===== src/design/lmfc_pkg.sv =====
// Package for the detail-level crossfade controller.
// Holds fixed-point formats, register indexes, and controller/datapath command types.
// No dependencies.
package lmfc_pkg;

    // Level and phase formats
    localparam int LEVEL_BITS      = 5;
    localparam int PHASE_FRAC_BITS = 16;
    localparam int PHASE_W         = PHASE_FRAC_BITS + 1;
    localparam logic [PHASE_W-1:0] PHASE_ONE  = {1'b1, {PHASE_FRAC_BITS{1'b0}}};
    localparam logic [PHASE_W-1:0] PHASE_HALF = PHASE_ONE >> 1;

    // Fixed field widths
    localparam int SPEED_W = 16;
    localparam int DT_W    = 16;
    localparam int CD_W    = 16;
    localparam int BIAS_W  = 16;
    localparam int CFG_DATA_W = 16;
    localparam int CFG_IDX_W  = 1;

    // speed (Q8.8) * dt (Q0.16) is Q8.24, scaled down to the phase format
    localparam int INC_W       = SPEED_W + DT_W;
    localparam int SPEED_SHIFT = 24 - PHASE_FRAC_BITS;
    localparam logic [SPEED_W-1:0] SPEED_DEFAULT = 16'd768;

    // Shared signed multiplier operand widths
    localparam int MA_W = (PHASE_FRAC_BITS + 2 > SPEED_W + 1) ? PHASE_FRAC_BITS + 2 : SPEED_W + 1;
    localparam int MB_W = (PHASE_FRAC_BITS + 3 > DT_W + 1) ? PHASE_FRAC_BITS + 3 : DT_W + 1;
    localparam int MP_W = MA_W + MB_W;

    // Configuration register indexes
    typedef enum logic [CFG_IDX_W-1:0] {
        CFG_START_LEVEL = 1'b0,
        CFG_FADE_SPEED  = 1'b1
    } t_cfg_idx;

    // Command codes
    typedef enum logic {
        CMD_TICK     = 1'b0,
        CMD_RETARGET = 1'b1
    } t_cmd;

    // Controller to datapath commands
    typedef struct packed {
        logic load;     // capture input beat
        logic mul_inc;  // speed * dt
        logic upd;      // apply command to state
        logic mul_sq;   // t * t
        logic mul_cube; // t2 * (3 - 2t)
        logic wgt;      // round and clamp weight
        logic mul_bias; // cell gap * (1 - w)
        logic done;     // load output register
    } t_dp_cmd;

    // Datapath to controller status
    typedef struct packed {
        logic out_free;
    } t_dp_sts;

endpackage


===== src/design/lmfc_dp.sv =====
// Datapath for the crossfade controller: fade state, one shared multiplier, output register.
// Depends on lmfc_pkg; sequenced by lmfc_ctrl.
module lmfc_dp import lmfc_pkg::*; (
    input  logic                         i_clk,
    input  logic                         i_rst_n,
    input  t_dp_cmd                      i_cmd,
    output t_dp_sts                      o_sts,
    // configuration writes
    input  logic                         i_cfg_we,
    input  logic [CFG_IDX_W-1:0]         i_cfg_index,
    input  logic [CFG_DATA_W-1:0]        i_cfg_data,
    // input beat
    input  logic                         i_cmd_code,
    input  logic [LEVEL_BITS-1:0]        i_new_level,
    input  logic [DT_W-1:0]              i_dt,
    input  logic signed [CD_W-1:0]       i_cell_gap,
    // output beat
    output logic                         o_out_valid,
    input  logic                         i_out_stall,
    output logic                         o_active,
    output logic [PHASE_W-1:0]           o_weight,
    output logic signed [BIAS_W-1:0]     o_y_bias,
    output logic [LEVEL_BITS-1:0]        o_from_level,
    output logic [LEVEL_BITS-1:0]        o_to_level
);

    // Captured input beat
    logic                     r_cmd;
    logic [LEVEL_BITS-1:0]    r_lvl;
    logic [DT_W-1:0]          r_dt;
    logic signed [CD_W-1:0]   r_cd;

    // Fade state and configuration
    logic [SPEED_W-1:0]       r_speed;
    logic [LEVEL_BITS-1:0]    r_src, r_tgt;
    logic [PHASE_W-1:0]       r_phase;
    logic                     r_fading;

    // Working registers
    logic signed [MP_W-1:0]   r_prod;
    logic [PHASE_W-1:0]       r_w;
    logic                     r_bias_en;

    // Output register
    logic                     r_out_valid;
    logic                     r_o_active;
    logic [PHASE_W-1:0]       r_o_weight;
    logic signed [BIAS_W-1:0] r_o_bias;
    logic [LEVEL_BITS-1:0]    r_o_from, r_o_to;

    logic signed [MA_W-1:0]   mul_a;
    logic signed [MB_W-1:0]   mul_b;
    logic signed [MP_W-1:0]   n_prod;
    logic [SPEED_W-1:0]       speed_eff;
    logic [PHASE_W:0]         two_t;
    logic [PHASE_W:0]         three_minus;
    logic [MP_W-1:0]          prod_u;
    logic [MP_W-1:0]          round_sum;
    logic [PHASE_W-1:0]       t2;
    logic [MP_W-PHASE_FRAC_BITS-1:0] w_raw;
    logic [PHASE_W-1:0]       w_clamp;
    logic [PHASE_W-1:0]       one_minus_w;
    logic [INC_W-1:0]         inc;
    logic [INC_W:0]           phase_sum;
    logic                     bias_neg;
    logic [MP_W-1:0]          bias_mag;
    logic [MP_W-1:0]          bias_rnd;
    logic [BIAS_W-1:0]        bias_r;
    logic signed [BIAS_W-1:0] bias_val;

    assign speed_eff   = (r_speed == '0) ? SPEED_DEFAULT : r_speed;
    assign two_t       = {r_phase, 1'b0};
    assign three_minus = (PHASE_W + 1)'(3 * (2 ** PHASE_FRAC_BITS)) - two_t;
    assign prod_u      = $unsigned(r_prod);
    assign round_sum   = prod_u + MP_W'(PHASE_HALF);
    assign t2          = round_sum[2*PHASE_FRAC_BITS:PHASE_FRAC_BITS];
    assign w_raw       = round_sum[MP_W-1:PHASE_FRAC_BITS];
    assign w_clamp     = (w_raw > (MP_W - PHASE_FRAC_BITS)'(PHASE_ONE)) ? PHASE_ONE
                                                                      : w_raw[PHASE_W-1:0];
    assign one_minus_w = PHASE_ONE - r_w;

    // Select the operands of the shared multiplier
    always_comb begin
        mul_a = '0;
        mul_b = '0;
        if (i_cmd.mul_inc) begin
            mul_a = MA_W'(speed_eff);
            mul_b = MB_W'(r_dt);
        end else if (i_cmd.mul_sq) begin
            mul_a = MA_W'(r_phase);
            mul_b = MB_W'(r_phase);
        end else if (i_cmd.mul_cube) begin
            mul_a = MA_W'(t2);
            mul_b = MB_W'(three_minus);
        end else if (i_cmd.mul_bias) begin
            mul_a = MA_W'(r_cd);
            mul_b = MB_W'(one_minus_w);
        end
    end

    assign n_prod = mul_a * mul_b;

    // Phase advance for a tick
    assign inc       = prod_u[INC_W-1:0] >> SPEED_SHIFT;
    assign phase_sum = (INC_W + 1)'(r_phase) + (INC_W + 1)'(inc);

    // Bias: round magnitude half away from zero, then point downward
    assign bias_neg = r_prod[MP_W-1];
    assign bias_mag = bias_neg ? $unsigned(-r_prod) : prod_u;
    assign bias_rnd = (bias_mag + MP_W'(PHASE_ONE)) >> (PHASE_FRAC_BITS + 1);
    assign bias_r   = bias_rnd[BIAS_W-1:0];
    assign bias_val = bias_neg ? $signed(bias_r) : -$signed(bias_r);

    // Capture the input beat and working values
    always_ff @(posedge i_clk) begin
        if (i_cmd.load) begin
            r_cmd <= i_cmd_code;
            r_lvl <= i_new_level;
            r_dt  <= i_dt;
            r_cd  <= i_cell_gap;
        end
        if (i_cmd.mul_inc || i_cmd.mul_sq || i_cmd.mul_cube || i_cmd.mul_bias) begin
            r_prod <= n_prod;
        end
        if (i_cmd.wgt) begin
            r_w       <= r_fading ? w_clamp : PHASE_ONE;
            r_bias_en <= r_fading && (r_tgt > r_src);
        end
        if (i_cmd.done) begin
            r_o_active <= r_fading;
            r_o_weight <= r_w;
            r_o_bias   <= r_bias_en ? bias_val : '0;
            r_o_from   <= r_src;
            r_o_to     <= r_tgt;
        end
    end

    // Fade state: configuration writes and command updates
    always_ff @(posedge i_clk) begin
        if (!i_rst_n) begin
            r_speed  <= SPEED_DEFAULT;
            r_src    <= '0;
            r_tgt    <= '0;
            r_phase  <= PHASE_ONE;
            r_fading <= 1'b0;
        end else if (i_cfg_we) begin
            case (t_cfg_idx'(i_cfg_index))
                CFG_START_LEVEL: begin
                    r_src    <= i_cfg_data[LEVEL_BITS-1:0];
                    r_tgt    <= i_cfg_data[LEVEL_BITS-1:0];
                    r_phase  <= PHASE_ONE;
                    r_fading <= 1'b0;
                end
                CFG_FADE_SPEED: begin
                    r_speed <= i_cfg_data[SPEED_W-1:0];
                end
                default: begin
                end
            endcase
        end else if (i_cmd.upd) begin
            if (t_cmd'(r_cmd) == CMD_RETARGET) begin
                if (r_lvl != r_tgt) begin
                    if (!r_fading || (r_phase >= PHASE_HALF)) begin
                        r_src <= r_tgt;
                    end
                    r_tgt    <= r_lvl;
                    r_phase  <= '0;
                    r_fading <= 1'b1;
                end
            end else if (r_fading) begin
                if (phase_sum >= (INC_W + 1)'(PHASE_ONE)) begin
                    r_phase  <= PHASE_ONE;
                    r_src    <= r_tgt;
                    r_fading <= 1'b0;
                end else begin
                    r_phase <= phase_sum[PHASE_W-1:0];
                end
            end
        end
    end

    // Output valid: set on done, drop when the beat is taken
    always_ff @(posedge i_clk) begin
        if (!i_rst_n) begin
            r_out_valid <= 1'b0;
        end else if (i_cmd.done) begin
            r_out_valid <= 1'b1;
        end else if (!i_out_stall) begin
            r_out_valid <= 1'b0;
        end
    end

    assign o_sts.out_free = !r_out_valid || !i_out_stall;

    assign o_out_valid  = r_out_valid;
    assign o_active     = r_o_active;
    assign o_weight     = r_o_weight;
    assign o_y_bias     = r_o_bias;
    assign o_from_level = r_o_from;
    assign o_to_level   = r_o_to;

endmodule


===== config.mk =====
export PLATFORM = sky130hd
export DESIGN_NAME = lmfc_dp
export DESIGN_NICKNAME = d
export VERILOG_FILES = /design/src/design/lmfc_pkg.sv /design/src/design/lmfc_dp.sv
export SDC_FILE = /design/constraint.sdc
export NUM_CORES = 1
export LEC_CHECK = 0
export ABC_AREA = 1
export ABC_CLOCK_PERIOD_IN_PS = 7700
export BUFFER_PORTS_ARGS = -buffer_cell sky130_fd_sc_hd__buf_4
export CAP_MARGIN = 20
export CORE_MARGIN = 2
export CORE_UTILIZATION = 41
export CTS_BUF_LIST = sky130_fd_sc_hd__clkbuf_4 sky130_fd_sc_hd__clkbuf_8
export DETAILED_ROUTE_END_ITERATION = 7
export PLACE_DENSITY = 0.7
export SLEW_MARGIN = 10
export SYNTH_ARGS = -nofsm -noshare
export SYNTH_HDL_FRONTEND = slang
export SYNTH_SLANG_ARGS = --single-unit
export TNS_END_PERCENT = 50

===== constraint.sdc =====
create_clock -name i_clk -period 7.7 [get_ports i_clk]
set_clock_uncertainty 0.15 [all_clocks]
set_input_delay 1.54 -clock i_clk [delete_from_list [all_inputs] [get_ports i_clk]]
set_output_delay 1.54 -clock i_clk [all_outputs]
set_load 0.02 [all_outputs]

After elaboration in Yosys (flattened, before gate mapping)
Cells that the tools add are included.
{"block": "totals", "register_bits": 182, "in_bits": 67, "out_inout_bits": 46, "word_cells": 96}
{"block": "classes", "n_addsub": 7, "multipliers": 1, "n_lt_le_gt_ge": 4, "n_eq_ne": 5, "muxes": 39, "bitwise": 1, "n_reduce_logical": 21}
{"cell": "$mux W17", "n": 8}
{"cell": "$mux W18", "n": 7}
{"cell": "$mux W5", "n": 12}
{"cell": "$add A37 B16 Y37 const B", "n": 1}
{"cell": "$mul A18 B19 Y37", "n": 1}
{"cell": "$add A33 B17 Y33 const B", "n": 1}
{"cell": "$mux W33", "n": 1}
{"cell": "$neg A33 Y33", "n": 1}
{"cell": "$mux W16", "n": 2}
{"cell": "$add A17 B24 Y25", "n": 1}
{"cell": "$ge A25 B17 Y1 const B", "n": 1}
{"cell": "$gt A21 B17 Y1 const B", "n": 1}
{"cell": "$sub A18 B18 Y18 const A", "n": 1}
{"cell": "$ge A17 B16 Y1 const B", "n": 1}
{"cell": "$sub A17 B17 Y17 const A", "n": 1}
{"cell": "$logic_not A16 Y1", "n": 1}
{"cell": "$neg A16 Y16", "n": 1}
{"cell": "$mux W1", "n": 9}
{"cell": "$reduce_and A4 Y1", "n": 2}
{"cell": "$ne A3 B2 Y1 const B", "n": 2}
{"cell": "$reduce_and A6 Y1", "n": 1}
{"cell": "$reduce_bool A2 Y1", "n": 3}
{"cell": "$reduce_bool A3 Y1", "n": 2}
{"cell": "$gt A5 B5 Y1", "n": 1}
{"cell": "other kinds (9)", "n": 16}

Depth between registers and ports, before layout
{"block": "depth", "depth_word": 7, "mapped_depth": 44, "mapped_depth_nobuf": 43}

Worst setup path after synthesis
Ideal clock, no wire load.
{"block": "synth_path", "kind": "input port to flip-flop", "from": "input i_cmd[3] (netlist name)", "to": "register r_prod[32] (netlist: prod_u[32]), data pin", "arrival_time_ps": 7806, "t_required_ps": 7290, "setup_slack_ps": -516, "stages": 31, "n_path_buf": 3, "path_cell_list": "clkbuf_1 inv_1 clkbuf_1 o311ai_0 nand2_1 inv_1 clkbuf_1 nand2_1 fa_1 fa_1 inv_1 fa_1 fa_1 inv_1 fa_1 fa_1 inv_1 ha_1 nand2_1 inv_1 a21oi_1 nand2_1 a31oi_1 o21bai_1 nand2_1 o211ai_1 nand2_1 nand2_1 nand3_1 nand2_1 xor2_1"}
{"block": "synth_via", "elab_chain_cells": 4, "elab_cells_between_ends": 7}
{"item": "start, declared", "line": "lmfc_dp.sv:6", "text": "input t_dp_cmd i_cmd,"}
{"item": "$mux W18", "line": "lmfc_dp.sv:92", "text": "end else if (i_cmd.mul_cube) begin"}
{"item": "$mux W18", "line": "lmfc_dp.sv:89", "text": "end else if (i_cmd.mul_sq) begin"}
{"item": "$mux W18", "line": "lmfc_dp.sv:86", "text": "if (i_cmd.mul_inc) begin"}
{"item": "$mul A18 B19 Y37 (*)", "line": "lmfc_dp.sv:101", "text": "assign n_prod = mul_a * mul_b;"}
{"item": "named net n_prod[32]", "line": "lmfc_dp.sv:53", "text": "logic signed [MP_W-1:0] n_prod;"}
{"item": "end signal, assigned", "line": "lmfc_dp.sv:123", "text": "r_prod <= n_prod;"}
{"item": "end, declared", "line": "lmfc_dp.sv:40", "text": "logic signed [MP_W-1:0] r_prod;"}
Mark *: on every way through the listed nets, which the timed path passes. The rest lies on a longest branch.
A chain may end at the register's enable or synchronous reset.

Final worst setup path
{"block": "layout_path", "from": "input i_cmd[1] (netlist name)", "to": "register r_prod[32] (netlist: prod_u[32]), data pin"}
{"block": "layout_via", "elab_chain_cells": 5, "elab_cells_between_ends": 9}
{"item": "$mux W18 or $mux W17 (tied branches)", "line": "lmfc_dp.sv:95", "text": "end else if (i_cmd.mul_bias) begin"}
{"item": "$mux W18", "line": "lmfc_dp.sv:92"}
{"item": "$mux W18", "line": "lmfc_dp.sv:89"}
{"item": "$mux W18", "line": "lmfc_dp.sv:86"}
{"item": "$mul A18 B19 Y37 (*)", "line": "lmfc_dp.sv:101"}
{"item": "named net n_prod[32]", "line": "lmfc_dp.sv:53"}
Marked as above.

==> qor.csv <==
stage;metric;value;unit
sta;slew_viol_final;0;
logic_synthesis;synth_cell_types;62;
route;first_iter_violations;1882;
critical_path;critPathKind;in -> reg;
sta;period_share;99.6;%
sta;finalHoldViolCount;0;
critical_path;cp_common_cell;fa_1;
route;drtAntennaViolNets;0;
clock_tree;cts_hold_buf;0;
run_status;status;completed;
sta;rsz0062_at_grt;true;
critical_path;crit_start;i_cmd[1];
route;wl_per_cell;19.8;um
logic_synthesis;synth_edf_count;137;
critical_path;crit_slowest_cell;fa_1;
route;vias;20200;
logic_synthesis;ys_seq_area_share;22.9;%
clock_tree;cts_buffers;17;
clock_tree;clockRootBuffer;clkbuf_8;
floorplan;dieArea;55200;um2
grt;grt_pass1_wl;114000;um
clock_tree;clk_pin_slew;0.11;ns
critical_path;slowest_delay;0.58;ns
logic_synthesis;synth_most_common_cell;inv_1;
logic_synthesis;netlist_area;21900;um2
critical_path;reg2reg_from;r_w[1];
sta;tightest_slew;0.909;ns
grt;grt_overflow_total;0;
grt;track_usage;27.0;%
logic_synthesis;postSynthAreaPerCell;8.03;um2
floorplan;core-area;52700;um2
critical_path;critPathArrivalTime;7.78;ns
floorplan;ios;113;
critical_path;required;7.81;ns
sta;period_minus_slack;7.67;ns
grt;antenna_found_initial;2;
logic_synthesis;synth_top_area_share;23.5;%
placement;dp_hpwl;63600;um
placement;finalWeightedCongestion;1.02;
logic_synthesis;synth_seq_cells;182;
clock_tree;cts_max_path_buffers;2;
hold_path;min_from;r_src[0];
critical_path;start_kind;input port;
floorplan;dieWidth;235;um
sta;setup_ws;0.0325;ns
logic_synthesis;synth_area_leaders;fa_1 (24%), edfxtp_1 (19%), ha_1 (9.2%);
logic_synthesis;synthCells;2723;
logic_synthesis;synthTopCellsByCount;inv_1 (535), nand2_1 (503), nor2_1 (360);
logic_synthesis;yosysTopAreaCell;fa_1;
floorplan;initial_utilization;41.5;%
grt;grt_max_degree;46;
critical_path;path_max_fanout;14;
route;routed_wl;77000;um
clock_tree;cts.sinks;182;
route;vias_per_cell;5.20;
layout;drive_gt1_share;27.0;%
route;drc;0;
route;first_pass_iters;5;
clock_tree;clock_latency;0.52;ns
placement;numPortBuffers;112;
layout;area_growth_syn_to_layout;28.4;%
clock_tree;h-tree-depth;4;
sta;slew_headroom;39.3;%
grt;grt_pass1_vias;19400;
sta;setup_violations;0;
clock_tree;cts_tree;built;
flow_run;max_cap_viol_count;0;
layout;post_layout_nonfiller_instances;3883;
placement;post-place-ws;-0.711;ns
layout;fin_nets;3667;
logic_synthesis;syn_nets;3208;
critical_path;end_kind;flip-flop;
logic_synthesis;ys.flop_type;edfxtp_1;
floorplan;chipHeight;235;um
logic_synthesis;async_reset_ff_share;0;%
logic_synthesis;ys_warn_count;0;
sta;fmax;0.130;GHz
hold_path;hp-class;reg -> reg;
placement;dp.cells;3821;
floorplan;rows;84;
layout;diodes;0;
registers in the layout, indices dropped and copies added, names as in the netlist, 5 cells and up:
signal and count:
o_from_level 5, o_to_level 5, o_y_bias 16, prod_u 37, r_phase 17, r_src 5
r_w 17, r_lvl 5, r_speed 16, r_cd 16, r_tgt 5, r_dt 16
o_weight 17
critical path, delay by kind of cell:
kind / cells / cell delay, ns
AO/OA/AOI/OAI: 7 / 1.28
XOR/XNOR: 1 / 0.13
adder cells (fa/ha/maj): 7 / 3.38
buffers and inverters: 10 / 0.82
AND/OR/NAND/NOR: 8 / 0.62
path summary, 6_finish.rpt:
check / slack, ns / to / cells after the start
hold / removal: 0.33 / o_from_level[0] / 0
hold reg to reg: 0.33 / o_from_level[0] / 0
setup reg to reg: 0.05 / prod_u[34] / 36
setup / recovery: 0.03 / prod_u[32] / 33
final cells by class:
| cell class | instances | area [um2] |
|---|---|---|
| Inverter | 555 | 2100 |
| Sequential cell | 182 | 5020 |
| Timing Repair Buffer | 504 | 4120 |
| Fill cell | 4832 | 24600 |
| Multi-Input combinational cell | 1922 | 15500 |
| Clock buffer | 17 | 234 |
| Clock inverter | 15 | 200 |
| Tap cell | 688 | 861 |
kinds of logic after synthesis:
kind of cell / count (synthesis) / share of synthesized area, %
and+or+nand+nor: 1125 / 22.4
DFF: 182 / 22.9
adders and majority gates: 418 / 32.7
buffers and inverters: 619 / 10.9
AOI/OAI and AO/OA: 305 / 8.02
xor gates and xnor gates: 74 / 3.03
cell usage in the layout (no fill, tap or decap), types with 81 or more instances in the layout:
cell	count
a21oi_1	98
buf_4	464
edfxtp_1	137
fa_1	247
ha_1	136
inv_1	494
nand2_1	470
nand3_1	112
nor2_1	320
o21ai_0	81
what timing repair did:
action                                  CTS  global route
hold endpoints to repair                  0             0
resized for setup                        35           240
endpoints found under the setup margin   17            22
setup buffers                             6            26
pin swaps                                17           125
cloned                                    0             0
metal layers:
metal / GRT usage, % / up-vias / share of wire [%]
li1: - / 9443 / -
met1: 39.3 / 9662 / 44
met2: 40.9 / 928 / 43
met3: 5.00 / 138 / 9.3
met4: 7.77 / 2 / 3.2
met5: 0 / - / 0.017
stage by stage:
step	util (%)	cell area [um2]	setup TNS [ns]	hold WS (ns)
floorplan	-	22000	-0.00969	0.276
global placement	50.0	26400	-10.22	0.292
detailed placement	50.0	26400	-10.98	0.295
CTS	51.2	27000	0	0.327
global route	53.3	28100	-1.92	0.342
finish	53.3	28100	0	0.329
Power is left out: the tool's default activity adds up to more than one toggle a clock period on the data nets, which glitch-free logic cannot reach.
