--- config.mk ---
export PLATFORM = sky130hd
export DESIGN_NAME = lmfc_ctrl
export DESIGN_NICKNAME = d
export VERILOG_FILES = /design/src/design/lmfc_pkg.sv /design/src/design/lmfc_ctrl.sv
export SDC_FILE = /design/constraint.sdc
export NUM_CORES = 1
export LEC_CHECK = 0
export ABC_AREA = 1
export BUFFER_PORTS_ARGS = -buffer_cell sky130_fd_sc_hd__clkbuf_2
export CAP_MARGIN = 30
export CORE_MARGIN = 2
export CORE_UTILIZATION = 35
export DETAILED_ROUTE_END_ITERATION = 6
export GPL_TIMING_DRIVEN = 0
export PLACE_DENSITY = 0.66
export SLEW_MARGIN = 10
export SYNTH_ARGS = -nofsm -noshare
export SYNTH_HDL_FRONTEND = slang
export SYNTH_SLANG_ARGS = --single-unit
export TNS_END_PERCENT = 20
--- constraint.sdc ---
create_clock -name i_clk -period 1.35 [get_ports i_clk]
set_input_delay 0.0675 -clock i_clk [delete_from_list [all_inputs] [get_ports i_clk]]
set_output_delay 0.0675 -clock i_clk [all_outputs]
set_load 0.03 [all_outputs]
--- src/design/lmfc_pkg.sv ---
// Package for the detail-level crossfade controller.
// Holds fixed-point formats, register indexes, and controller/datapath command types.
// No dependencies.
package lmfc_pkg;

    // Level and phase formats
    localparam int LEVEL_BITS      = 5;
    localparam int PHASE_FRAC_BITS = 16;
    localparam int PHASE_W         = PHASE_FRAC_BITS + 1;
    localparam logic [PHASE_W-1:0] PHASE_ONE  = {1'b1, {PHASE_FRAC_BITS{1'b0}}};
    localparam logic [PHASE_W-1:0] PHASE_HALF = PHASE_ONE >> 1;

    // Fixed field widths
    localparam int SPEED_W = 16;
    localparam int DT_W    = 16;
    localparam int CD_W    = 16;
    localparam int BIAS_W  = 16;
    localparam int CFG_DATA_W = 16;
    localparam int CFG_IDX_W  = 1;

    // speed (Q8.8) * dt (Q0.16) is Q8.24, scaled down to the phase format
    localparam int INC_W       = SPEED_W + DT_W;
    localparam int SPEED_SHIFT = 24 - PHASE_FRAC_BITS;
    localparam logic [SPEED_W-1:0] SPEED_DEFAULT = 16'd768;

    // Shared signed multiplier operand widths
    localparam int MA_W = (PHASE_FRAC_BITS + 2 > SPEED_W + 1) ? PHASE_FRAC_BITS + 2 : SPEED_W + 1;
    localparam int MB_W = (PHASE_FRAC_BITS + 3 > DT_W + 1) ? PHASE_FRAC_BITS + 3 : DT_W + 1;
    localparam int MP_W = MA_W + MB_W;

    // Configuration register indexes
    typedef enum logic [CFG_IDX_W-1:0] {
        CFG_START_LEVEL = 1'b0,
        CFG_FADE_SPEED  = 1'b1
    } t_cfg_idx;

    // Command codes
    typedef enum logic {
        CMD_TICK     = 1'b0,
        CMD_RETARGET = 1'b1
    } t_cmd;

    // Controller to datapath commands
    typedef struct packed {
        logic load;     // capture input beat
        logic mul_inc;  // speed * dt
        logic upd;      // apply command to state
        logic mul_sq;   // t * t
        logic mul_cube; // t2 * (3 - 2t)
        logic wgt;      // round and clamp weight
        logic mul_bias; // cell gap * (1 - w)
        logic done;     // load output register
    } t_dp_cmd;

    // Datapath to controller status
    typedef struct packed {
        logic out_free;
    } t_dp_sts;

endpackage

--- src/design/lmfc_ctrl.sv ---
// Sequencing state machine for the crossfade controller.
// Depends on lmfc_pkg; drives lmfc_dp through t_dp_cmd.
module lmfc_ctrl import lmfc_pkg::*; (
    input  logic    i_clk,
    input  logic    i_rst_n,
    input  logic    i_in_valid,
    output logic    o_in_stall,
    input  t_dp_sts i_sts,
    output t_dp_cmd o_cmd
);

    typedef enum logic [7:0] {
        S_IDLE = 8'b0000_0001,
        S_INC  = 8'b0000_0010,
        S_UPD  = 8'b0000_0100,
        S_SQ   = 8'b0000_1000,
        S_CUBE = 8'b0001_0000,
        S_WGT  = 8'b0010_0000,
        S_BIAS = 8'b0100_0000,
        S_DONE = 8'b1000_0000
    } t_state;

    t_state r_state, n_state;
    logic   accept;

    assign o_in_stall = (r_state != S_IDLE);
    assign accept     = i_in_valid && (r_state == S_IDLE);

    // Step through the fixed schedule; wait in S_DONE for a free output slot
    always_comb begin
        n_state = r_state;
        o_cmd   = '0;
        case (r_state)
            S_IDLE: begin
                if (accept) begin
                    o_cmd.load = 1'b1;
                    n_state    = S_INC;
                end
            end
            S_INC: begin
                o_cmd.mul_inc = 1'b1;
                n_state       = S_UPD;
            end
            S_UPD: begin
                o_cmd.upd = 1'b1;
                n_state   = S_SQ;
            end
            S_SQ: begin
                o_cmd.mul_sq = 1'b1;
                n_state      = S_CUBE;
            end
            S_CUBE: begin
                o_cmd.mul_cube = 1'b1;
                n_state        = S_WGT;
            end
            S_WGT: begin
                o_cmd.wgt = 1'b1;
                n_state   = S_BIAS;
            end
            S_BIAS: begin
                o_cmd.mul_bias = 1'b1;
                n_state        = S_DONE;
            end
            S_DONE: begin
                if (i_sts.out_free) begin
                    o_cmd.done = 1'b1;
                    n_state    = S_IDLE;
                end
            end
            default: begin
                n_state = S_IDLE;
            end
        endcase
    end

    always_ff @(posedge i_clk) begin
        if (!i_rst_n) begin
            r_state <= S_IDLE;
        end else begin
            r_state <= n_state;
        end
    end

endmodule

### After elaboration in Yosys (flattened, before gate mapping)

Cells that the tools add are included.

* $add $sub $neg: 0
* $mul: 0
* div/mod/pow operators: 0
* magnitude comparators: 0
* eq/ne operators: 11
* shifts and indexed selects: 0
* multiplexer cells: 13
* bitwise logic cells: 0
* reductions and logical operators: 2

Operators by type and width (number)
* case mux 8 bit (8 select lines): 1
* 2-to-1 mux 8 bit: 2
* 2-to-1 mux 1 bit: 10
* == test 8 x 1 -> 1 bit (second input constant): 1
* == test 8 x 2 -> 1 bit (second input constant): 1
* == test 8 x 3 -> 1 bit (second input constant): 1
* == test 8 x 4 -> 1 bit (second input constant): 1
* == test 8 x 5 -> 1 bit (second input constant): 1
* == test 8 x 6 -> 1 bit (second input constant): 1
* == test 8 x 7 -> 1 bit (second input constant): 1
* == test 8 bit (second input constant): 1
* != test 8 x 1 -> 1 bit (second input constant): 1
* != test 2 bit (second input constant): 2
* AND reduction 2 bit: 1
* logical AND 1 bit: 1

* register bits: 8
* bits in latches: 0
* bits in writable memories: 0
* bits in read-only memories: 0
* input bits: 4
* output and inout port bits: 9
* word-level logic and storage cells: 27
* memories: 0

### Logic depth before layout (Yosys ltp)

Gate-level depths: netlist of the first run.

* word-level depth: 4
* gate-level depth with buffers: 8
* mapped depth without buffers: 8

### Worst setup path after synthesis of the first run

Ideal clock, no wire load.

* kind: register -> register
* start point: register r_state[7]
* end point: register r_state[0]
* setup time: 116 ps
* arrival: 1268 ps
* data required time: 1234 ps
* setup slack: -34 ps
* cell stages (with the launch flop): 7
* path buffers: 0
* clock period less this slack: 1384 ps
* cell sequence: dfxtp_1 nor2_2 nand2_4 nor2_1 nor2_1 nand3_2 nand2_2

* cells in the longest elaborated chain, start to end: 4
* elaborated cells between the ends (all ways): 13
* classes of those cells: eq/ne: 10; mux: 1; reduce/logical: 2

Ends and longest elaborated chain
* start, declared: RTL line lmfc_ctrl.sv:23 `t_state r_state, n_state;`
* start signal, assigned: RTL line lmfc_ctrl.sv:80 `r_state <= n_state;`
* == test 8 x 1 -> 1 bit: RTL line lmfc_ctrl.sv:27, lmfc_ctrl.sv:33
* logical AND 1 bit: RTL line lmfc_ctrl.sv:27 `assign accept = i_in_valid && (r_state == S_IDLE);`
* != test 2 bit (no source line)
* AND reduction 2 bit (no source line)

Parallel ways exist; a longest one is shown, timed or not.
A chain may end at the register's enable or synchronous reset.

==> results of run 1 <==
-- stage by stage --
| stage | setup slack [ns] | hold WS [ns] | power [mW] |
|---|---|---|---|
| finish | 0.0664 | 0.0650 | 0.561 |
| global route | -0.0303 | 0.0536 | 0.604 |
| CTS | 0.0142 | 0.0534 | 0.572 |
| detailed placement | 0.267 | 0.316 | 0.390 |
| global placement | 0.283 | 0.312 | 0.387 |
| floorplan | 0.122 | 0.193 | 0.363 |
-- cells by family (layout without fill, tap and decap cells) --
| logic type | after synthesis | in the layout | share of synthesized area (%) |
|---|---|---|---|
| AOI/OAI and AO/OA | 2 | 2 | 2.13 |
| buffers and inverters | 20 | 36 | 14.7 |
| DFF | 8 | 8 | 30.3 |
| and+or+nand+nor | 49 | 49 | 52.8 |
-- cell type report --
| cell class | count | area [sq um] | area share (%) |
|---|---|---|---|
| tap | 16 | 20.0 | 2.97 |
| sequential | 8 | 164 | 24.3 |
| multi-input combinational | 51 | 303 | 45.0 |
| clock buffer | 3 | 22.5 | 3.35 |
| inverter | 20 | 77.6 | 11.5 |
| timing repair buffer | 13 | 86.3 | 12.8 |
-- worst max path at each step --
stage          slack (ns)        from    endpoint  cells after the start
2_1_floorplan        0.12  r_state[7]    o_cmd[7]                      5
3_3_place_gp         0.28  r_state[7]    o_cmd[7]                      6
3_5_place_dp         0.27  r_state[5]  r_state[0]                      8
4_1_cts              0.01  r_state[7]    o_cmd[7]                      6
5_1_grt             -0.03  r_state[0]    o_cmd[3]                      6
6_report             0.07  r_state[7]    o_cmd[7]                      6
-- per-layer routing --
metal,GRT usage [%],wire length (um)
met1,16.1,474
met2,20.6,481
met3,2.55,34
met4,11.3,19
met5,0,0
-- where the power goes --
| part | internal [mW] | total, mW | switching (mW) |
|---|---|---|---|
| combinational | 0.0469 | 0.134 | 0.0875 |
| clock | 0.101 | 0.175 | 0.0738 |
| sequential | 0.245 | 0.251 | 0.00641 |
| total | 0.393 | 0.561 | 0.168 |
-- placed cells by master, fill, tap and decap left out, types with 4 or more instances in the layout --
cell / count
sky130_fd_sc_hd__clkbuf_2: 5
sky130_fd_sc_hd__clkbuf_4: 6
sky130_fd_sc_hd__dfxtp_1: 5
sky130_fd_sc_hd__inv_1: 14
sky130_fd_sc_hd__inv_2: 5
sky130_fd_sc_hd__nand2_1: 13
sky130_fd_sc_hd__nand2_2: 4
sky130_fd_sc_hd__nor2_1: 11
sky130_fd_sc_hd__nor2_2: 4
sky130_fd_sc_hd__nor2_4: 4
-- worst max-delay path, cell delays in order, from the launching register on --
cell and delay (ns):
sky130_fd_sc_hd__dfxtp_1 0.35, sky130_fd_sc_hd__nor2_4 0.15, sky130_fd_sc_hd__nand2_4 0.08, sky130_fd_sc_hd__inv_4 0.08, sky130_fd_sc_hd__nand2_4 0.06, sky130_fd_sc_hd__nor2_1 0.09
sky130_fd_sc_hd__buf_4 0.16
-- what timing repair did --
item | CTS | global route
pin swaps | 0 | 2
buffers inserted | 0 | 1
hold buffers | 0 | 0
endpoints found under the hold margin | 0 | 0
gates resized for setup | 1 | 22
setup endpoints to repair | 1 | 8
gates cloned | 0 | 0
==> out/summary.md, run 1 <==
CTS placed an instance of sky130_fd_sc_hd__clkbuf_4 at the clock tree root. The analysis attributes to cell leakage a power of 0.387 nW. The largest registers in the layout are r_state x8. The worst setup path is of the reg2out kind. The element type at the critical path end is an output port.

The share of cells above drive strength 1 was 46.3%; the post-placement cell count was 107. The run finished with clean final reports. The run gives 17 as the number of distinct library cell variants in the gate-level netlist after synthesis. The overflow left after global routing came out at 0. TritonCTS built the clock tree.

The worst reg-to-reg path cell count is 8, and the last weighted congestion value of the routability-driven placer is 0.685. After clock tree synthesis, the clock-pin slew on the worst setup and hold paths is 0.05 ns. The launching element type of the critical path is a flip-flop. sky130_fd_sc_hd__dfxtp_1 takes more of the synthesized area than any other cell. The pre-antenna-repair detailed-routing pass consisted of 4 iterations. In this run the worst path has a maximum fanout of 4. Sorting the synthesized cells by how often they occur yields sky130_fd_sc_hd__inv_1, sky130_fd_sc_hd__nor2_1, sky130_fd_sc_hd__nand2_1.

The diode insertion count for antenna repair was 0; the number of enable-type register cells in the synthesized netlist was 0. The path with the worst hold slack has its endpoint at r_state[6]. The via count of the first global-routing pass is 452, and the die boundary width is 42.8 um. After detailed placement, the total cell area comes to 611 sq um. The synthesized net count is 83.

The register with the most flip-flops is r_state. The arrival time of the worst setup path was 1.22 ns; the number of stages on the worst hold path was 3. The worst register-to-register path begins at r_state[6].

The proportion of synthesized flip-flops having asynchronous set or reset was 0%. The top cell type by area accounts for 30.3% of the synthesized area. In the final timing run, aggregate negative setup slack is 0 ns. Compared with the post-synthesis result, the final layout area differs by 27.5%.

The fill cell total of the finished layout is 157. The die covers 1840 sq um. The pin count of the biggest net entering global routing is 7. In the post-synthesis netlist, the cell with the most instances is sky130_fd_sc_hd__inv_1. At the later pin of the worst-skew pair, clock insertion delay measures 0.25 ns. For this block, the initial DRC count from the detailed router was 10. The finished layout cell area came out at 673 sq um. The final design utilization was 46.3%; the final-report max-slew violation count was 0. The most used flip-flop cell after synthesis is sky130_fd_sc_hd__dfxtp_1. The routed length per placed instance is 9.09 um, and the aggregate global-route resource usage is 13.5%.

The region available for standard cell placement spans 1450 sq um. The worst vdd rail ir drop came out at 587 uV. Path category of the worst min-delay check: in2reg. For the finished layout, the period the worst path requires is 1.28 ns. Summed over all layers, the routed wires come to 1010 um. Slew at the pin closest to its max-slew limit: 0.203 ns. By area the synthesized netlist is led by sky130_fd_sc_hd__dfxtp_1, sky130_fd_sc_hd__inv_1, sky130_fd_sc_hd__nor2_1, sky130_fd_sc_hd__nand2_1, sky130_fd_sc_hd__nand2_4. The post-route clock skew came out at 0.000470 ns. The run gives 8 as the clock sink count.

The critical path required time is 1.28 ns. The run gives 0 as the number of warnings reported in the yosys synthesis log. The post-synthesis instance area came out at 528 sq um. The part of the cycle the worst path needs is 95.1%.

Input and output buffers added on the ports amount to 12. The flip-flop count of the largest register after layout was 8; the placed wire-length estimate after detailed placement was 818 um. Setup repair after global routing could not meet its margin everywhere.

The reported max-cap violation count is 0, and the final number of hold-violating endpoints is 0. For the setup violation total in the final timing report, the log shows 0. For this block, the via count after detailed routing is 474. The logs give 0 for the number of antenna violations at the first check in global routing and 79 for the gate count after technology mapping. The logs give 30.3% for the part of the Yosys area used for sequential elements and 1780 um for the first-pass GRT wire length. 13 I/O pins were placed. Averaged over all synthesized cells, the footprint is 6.68 sq um. Clock tree synthesis inserted a total of 3 buffers.

The number of synthesized register bits works out to 8. In this run the register-to-register setup slack is 0.24 ns. After the last flow step, the layout net total stands at 101.

Dividing total power by cell area gives a power density of 833 nW/um^2. The longest clock path from root to sink contains 2 buffers. The logs give 14 for the number of standard-cell rows in the floorplan and 36.3% for the effective utilization at floorplan. After the flow finishes, the layout carries non-filler instances totaling 111. Deepest level of the CTS H-tree: 1. The floorplan step set the die height to 42.8 um.

Static timing analysis puts the maximum clock frequency at 0.779 GHz. The worst hold path begins at i_rst_n. The worst pin sits at a relative slew slack of 86.5%. The mean number of vias per cell was 4.27; the final antenna-violating net count was 0.

The reg-to-reg endpoint was r_state[0]. After detailed routing, the number of remaining DRC violations is 0.
Power figures use the tool's default switching activity.
==> inputs of run 2 (changes only) <==
--- a/config.mk
+++ b/config.mk
@@ -10,6 +10,7 @@
 export CAP_MARGIN = 30
 export CORE_MARGIN = 2
 export CORE_UTILIZATION = 35
+export CTS_BUF_LIST = sky130_fd_sc_hd__clkbuf_8
 export DETAILED_ROUTE_END_ITERATION = 6
 export GPL_TIMING_DRIVEN = 0
 export PLACE_DENSITY = 0.66
==> run 2 against run 1 <==
Against the previous run: power is 19% higher; worst setup slack improved by 0.0020 ns; fmax increased by 0.16%; global-route usage shrank 0.70 points; die area unchanged; critical path depth unchanged; first-iteration DRC count is the same; sequential cell count stayed put; highest routed layer unchanged.
==> out/summary.md, run 2 (synthesis gave the netlist of run 1 again) <==
The end point of the critical path was o_cmd[7]. The overall power was 0.668 mW (+19%). In this run the most used layer during global routing was met2. The post-CTS repair timing setup buffer count was 0 (unchanged).

Part of the cycle the worst path needs: 94.9% (-0.15 points). The logs give 0 (unchanged) for the reported max-cap violation count and 1.28 ns (about the same) for the critical path required time. The tools report the placed wire-length estimate after detailed placement as 818 um (unchanged). The largest buffer count on any clock path is 2 (unchanged), and the top-level port count is 13 (unchanged). The number of vias in the routed layout is 468 (-1.3%), and the number of standard-cell rows in the floorplan is 14 (unchanged). The worst reg-to-reg path cell count is 7 (-1). The slew at the pin closest to its max-slew limit works out to 0.195 ns (-0.00780 ns). Die boundary height: 42.8 um (unchanged).

The diode insertion count for antenna repair is 0 (unchanged). The leading cell type in the layout, fill and taps excluded is sky130_fd_sc_hd__inv_1. The biggest fanout along the worst timing path is 4 (unchanged), and the clock sink count is 8 (unchanged). Setup repair after global routing left no endpoint under its margin. From synthesis to final layout, the design area changed by 26.5%. The run gives 981 um (-2.8%) as the total length of routed wires.

The tools report the final number of hold-violating endpoints as 0 (unchanged). Startpoint of the worst register-to-register path: r_state[7]. Share of cells above drive strength 1: 40.4% (-5.9 points).

The mean number of vias per cell was 4.25 (-0.37%); the last weighted congestion value of the routability-driven placer was 0.685 (unchanged). STA classifies the critical path startpoint as a flip-flop. TritonCTS built the clock tree.

The tools report the summed negative setup slack over all endpoints as 0 ns (unchanged). The deepest level of the CTS H-tree was 1 (unchanged). STA classifies the critical path endpoint as an output port.

The register with the most flip-flops is r_state. The via count of the first global-routing pass is 418 (-7.5%). The fraction of met3 tracks used by global routing came out at 2.55% (unchanged).

The clock-pin slew on the worst setup and hold paths was 0.04 ns (about the same); the setup violation total in the final timing report was 0 (unchanged). The effective utilization at floorplan was 36.3% (unchanged). The clock period minus worst slack works out to 1.28 ns (-0.00203 ns). The met1 global-route usage was 15.5% (-0.52 points); the first-pass GRT wire length was 1690 um (-5.1%). The headroom to the max-slew limit is 86.9% (+0.47 points), and the flip-flop count of the largest register after layout is 8 (unchanged). Class of the most critical setup path: reg2out.

The tools report the flop-to-flop setup slack as 0.25 ns (about the same). For the number of DRC violations after detailed routing, the log shows 0 (unchanged). The top cell types in the final layout, fill and taps aside, are sky130_fd_sc_hd__inv_1, sky130_fd_sc_hd__nor2_1, sky130_fd_sc_hd__nand2_1, sky130_fd_sc_hd__clkbuf_2, sky130_fd_sc_hd__dfxtp_1.

Pin count of the biggest net entering global routing: 7 (unchanged). The die area is 1840 sq um (unchanged). The overflow left after global routing was 0 (unchanged). Count of routing violations after the opening detailed-route iteration: 10 (unchanged). The flow ran to the end, and the final reports show no timing, DRC or antenna violations.

For the clock latency reported for the late side of the worst-skew pair, the log shows 0.23 ns (-0.02 ns). The core footprint was 1450 sq um (unchanged); the die boundary width was 42.8 um (unchanged). The static leakage power was 0.390 nW (+0.62%).

The largest registers in the layout are r_state x8. The number of iterations in the first detailed-routing pass was 6 (+2); the number of antenna violations at the first check in global routing was 0 (unchanged). In this run the worst setup path begins at r_state[3].

The run gives 12.8% (-0.70 points) as the aggregate global-route resource usage. Met2 demand-to-capacity share in global routing: 19.7% (-0.91 points). The tools report the number of gates resized after CTS as 0 (-1). Clock tree synthesis selected as its root buffer the cell sky130_fd_sc_hd__clkbuf_8. The power density normalized to cell area was 1000 nW/um^2 (+20%); the final-report max-slew violation count was 0 (unchanged). The worst register-to-register path ends at r_state[0]. The min-delay analysis places its worst path in the category in2reg. The logs give 695 uV (+18%) for the worst vdd rail ir drop and 0 (unchanged) for the final antenna-violating net count. The number of buffer cells added on primary ports was 12 (unchanged); the quantity of hold-fixing buffers added after cts was 0 (unchanged). The highest clock frequency the design can meet was 0.780 GHz (+0.16%); the routed length per placed instance was 8.92 um (-1.9%). For the arrival time of the worst setup path, the log shows 1.21 ns (about the same). The post-route clock skew is 0.00239 ns (+0.00192 ns).

The layout net count came out at 100 (-0.99%). The tools report the number of CTS-inserted buffers as 3 (unchanged).
## run 2: critical path, stage by stage (launching register included)
cell and delay, ns:
sky130_fd_sc_hd__dfxtp_1 0.31, sky130_fd_sc_hd__inv_2 0.08, sky130_fd_sc_hd__nand2_4 0.07, sky130_fd_sc_hd__nor2_4 0.17, sky130_fd_sc_hd__nand2_4 0.08, sky130_fd_sc_hd__nor2_1 0.09, sky130_fd_sc_hd__clkbuf_4 0.19
## run 2: final cells by class
cell class | count | area (sq um)
timing repair buffer | 12 | 70.1
inverter | 20 | 77.6
multi-input combinational | 51 | 298
tap | 16 | 20.0
fill | 155 | 786
sequential | 8 | 161
clock buffer | 3 | 41.3
## run 2: where the power goes
part,switching (mW),leakage (nW),internal (mW)
combinational,0.0875,0.303,0.0458
clock,0.0910,0.0216,0.193
sequential,0.00602,0.0655,0.245
total,0.185,0.390,0.483
## run 2: how the worst min path moves through the flow
| stage | startpoint | slack, ns | depth (start not counted) | end |
|---|---|---|---|---|
| 2_1_floorplan | i_rst_n | 0.19 | 2 | r_state[5] |
| 3_3_place_gp | i_rst_n | 0.31 | 3 | r_state[6] |
| 3_5_place_dp | i_rst_n | 0.32 | 3 | r_state[6] |
| 4_1_cts | i_rst_n | 0.08 | 3 | r_state[6] |
| 5_1_grt | i_rst_n | 0.09 | 3 | r_state[6] |
| 6_report | i_rst_n | 0.09 | 3 | r_state[6] |
## run 2: metal layers
layer	up-vias	share of wire, %
met3	2	3.7
met2	14	45
met1	188	48
met4	0	2.2
li1	264	-
met5	-	0
## run 2: through the flow
| step | hold WS, ns | cells | utilization [%] | worst slack (ns) | area (sq um) |
|---|---|---|---|---|---|
| 4_1_cts | 0.0820 | 110 | 44.8 | 0.0302 | 652 |
| 6_report | 0.0852 | 110 | 46.0 | 0.0684 | 668 |
| 5_1_grt | 0.0878 | 110 | 46.0 | 0.00135 | 668 |
| 3_3_place_gp | 0.312 | 107 | 42.0 | 0.283 | 611 |
| 3_5_place_dp | 0.316 | 107 | 42.0 | 0.267 | 611 |
| 2_1_floorplan | 0.193 | 79 | - | 0.122 | 531 |
==> inputs of run 3 (changes only) <==
==> constraint.sdc (replaced) <==
create_clock -name i_clk -period 1.5 [get_ports i_clk]
set_input_delay 0.075 -clock i_clk [delete_from_list [all_inputs] [get_ports i_clk]]
set_output_delay 0.075 -clock i_clk [all_outputs]
set_load 0.03 [all_outputs]
==> run 3 against run 2 <==
Against the previous run: worst setup slack better by 0.11 ns; cell area down 2.8%; power is 11% lower; count of clock-buffer cells in the layout is the same; sequential share of layout area rose by 0.51 points; core utilization decreased by 1.3 points; highest routed layer unchanged; routed wire length increased by 2.2%; critical path depth unchanged; die area stayed put; hold slack better by 0.0071 ns.
==> out/summary.md, run 3 (synthesis gave the netlist of run 1 again) <==
In this run the worst setup path terminates at o_cmd[7]. The arrival time of the worst setup path was 1.24 ns (+0.03 ns). The number of antenna violations at the first check in global routing was 0 (unchanged). The pin count of the biggest net entering global routing was 7 (unchanged); the layout net count was 100 (unchanged). The mean number of vias per cell came out at 4.42 (+3.8%). The run gives 8 (unchanged) as the clock sink count. The worst vdd rail ir drop is 532 uV (-23%). The clock-pin slew on the worst setup and hold paths is 0.04 ns (about the same). The number of buffer cells added on primary ports was 12 (unchanged); the synthesis-to-layout area growth was 23.0%. Derived from the worst setup path, the maximum achievable clock frequency is 0.758 GHz. The headroom to the max-slew limit came out at 85.2% (-1.7 points).

The tools report the overall power as 0.597 mW (-11%). Class of the most critical setup path: reg2out. The tools report the reported max-cap violation count as 0 (unchanged). Setup repair after global routing left no endpoint under its margin. The total length of routed wires was 1000 um (+2.2%); the fill cell total of the finished layout was 160 (+3.2%). The tools report the flop-to-flop setup slack as 0.41 ns (+0.16 ns). The reg-to-reg endpoint is r_state[0]. The critical path required time was 1.42 ns (+0.14 ns); the post-layout worst setup margin was 0.181 ns (+0.113 ns). For the setup violation total in the final timing report, the log shows 0 (unchanged).

The part of the cycle the worst path needs is 87.9%, and the routed length per placed instance is 9.12 um (+2.2%). The number of gates resized after CTS is 0 (unchanged), and the post-placement cell count is 107 (unchanged). The slew at the pin closest to its max-slew limit is 0.221 ns (+0.0262 ns). The launching element type of the critical path is a flip-flop.

The power density normalized to cell area works out to 919 nW/um^2 (-8.1%). The clock period minus worst slack was 1.32 ns; the biggest fanout along the worst timing path was 4 (unchanged). The logs give 486 (+3.8%) for the number of vias in the routed layout and 450 (+7.7%) for the via count of the first global-routing pass. The startpoint of the worst register-to-register path is r_state[5].

Top-level port count: 13 (unchanged). The run gives 805 um (-1.6%) as the placed wire-length estimate after detailed placement. The post-route clock skew was 0.000806 ns (-0.00158 ns); the last weighted congestion value of the routability-driven placer was 0.694 (+1.3%). Number of standard-cell rows in the floorplan: 14 (unchanged). For the diode insertion count for antenna repair, the log shows 0 (unchanged). Path category of the worst min-delay check: in2reg.

The tools report the count of routing violations after the opening detailed-route iteration as 15 (+5). The number of standard cells in the final layout excluding fillers is 110 (unchanged). The flip-flop count of the largest register after layout came out at 8 (unchanged). r_state holds more flip-flops than any other register. The run finished with clean final reports. For the clock latency reported for the late side of the worst-skew pair, the log shows 0.22 ns (about the same).

The number of DRC violations after detailed routing was 0 (unchanged); the share of cells above drive strength 1 was 38.3% (-2.1 points). Tracing the worst setup path back leads to its startpoint at r_state[7]. The run gives 0 (unchanged) as the post-CTS repair timing setup buffer count. Area taken by flip-flops and latches: 160 sq um (-0.78%). For the deepest level of the CTS H-tree, the log shows 1 (unchanged). The die area was 1840 sq um (unchanged); the final number of hold-violating endpoints was 0 (unchanged). The static leakage power was 0.384 nW (-1.6%). The final antenna-violating net count came out at 0 (unchanged). For the quantity of hold-fixing buffers added after cts, the log shows 0 (unchanged). The library cells used most frequently in the layout, excluding fill and tap cells, are sky130_fd_sc_hd__inv_1, sky130_fd_sc_hd__nor2_1, sky130_fd_sc_hd__nand2_1, sky130_fd_sc_hd__clkbuf_2, sky130_fd_sc_hd__dfxtp_1.

First-pass GRT wire length: 1750 um (+3.3%). Element type at the critical path end: an output port. Die boundary width: 42.8 um (unchanged). TritonCTS built the clock tree. In the final layout, the registers with the most flip-flops are r_state x8. The largest buffer count on any clock path is 2 (unchanged), and the placement-stage worst setup slack is 0.413 ns (+0.146 ns). For the overflow left after global routing, the log shows 0 (unchanged). The final-report max-slew violation count is 0 (unchanged), and the die boundary height is 42.8 um (unchanged).

The worst reg-to-reg path cell count was 8 (+1). Summed negative setup slack over all endpoints: 0 ns (unchanged). Core footprint: 1450 sq um (unchanged). The aggregate global-route resource usage was 12.9% (+0.15 points). The run gives 3 (-3) as the number of iterations in the first detailed-routing pass.

The tools report the buffer cell driving the clock tree root as sky130_fd_sc_hd__clkbuf_8. The number of CTS-inserted buffers is 3 (unchanged), and the effective utilization at floorplan is 36.3% (unchanged). The multi-input gate area in the final layout is 290 sq um (-2.5%).

Leading cell type in the layout, fill and taps excluded: sky130_fd_sc_hd__inv_1.
==> run 3: cell count changes in the layout (fill, tap and decap cells not counted), sizes merged <==
cell    delta
buf        -2
clkbuf     +2
==> run 3: worst min path at each step <==
stage | start | to | slack (ns) | cells past startpoint
after detailed placement | i_rst_n | r_state[6] | 0.32 | 3
final | i_rst_n | r_state[6] | 0.09 | 3
after CTS | i_rst_n | r_state[6] | 0.09 | 3
after floorplan | i_rst_n | r_state[5] | 0.20 | 2
after global placement | i_rst_n | r_state[6] | 0.32 | 3
after global routing | i_rst_n | r_state[6] | 0.11 | 3
==> run 3: routing by layer <==
layer | GRT usage (%) | vias up | part of all wire, %
met5 | 0 | - | 0
met4 | 9.38 | 0 | 1.9
met3 | 2.55 | 2 | 4.6
met2 | 20.9 | 14 | 45
met1 | 14.9 | 203 | 48
li1 | - | 267 | -
==> run 3: final cells by class <==
cell class | instances | area share, %
multi-input cells | 51 | 44.7
flip-flops and latches | 8 | 24.7
inverters | 20 | 11.9
repair buffers | 12 | 9.25
clock buffers | 3 | 6.36
well taps | 16 | 3.08
==> run 3: report_power, final <==
group | total [mW] | leakage, nW | internal (mW) | switching, mW
registers | 0.226 | 0.0649 | 0.220 | 0.00506
clock network | 0.250 | 0.0216 | 0.173 | 0.0766
logic | 0.122 | 0.297 | 0.0422 | 0.0794
==> run 3: per-stage QoR <==
| stage | utilization [%] | instance area (sq um) | hold WS [ns] |
|---|---|---|---|
| 2_1_floorplan | - | 528 | 0.201 |
| 3_3_place_gp | 41.8 | 608 | 0.319 |
| 3_5_place_dp | 41.8 | 608 | 0.321 |
| 4_1_cts | 44.7 | 649 | 0.0898 |
| 5_1_grt | 44.7 | 649 | 0.110 |
| 6_report | 44.7 | 649 | 0.0923 |
==> run 3: critical path, stage by stage, from the launching register on <==
cell and delay (ns):
sky130_fd_sc_hd__dfxtp_1 0.33, sky130_fd_sc_hd__nor2_2 0.18, sky130_fd_sc_hd__nand2_4 0.08, sky130_fd_sc_hd__inv_4 0.08, sky130_fd_sc_hd__nand2_4 0.06, sky130_fd_sc_hd__nor2_1 0.08
sky130_fd_sc_hd__clkbuf_2 0.20
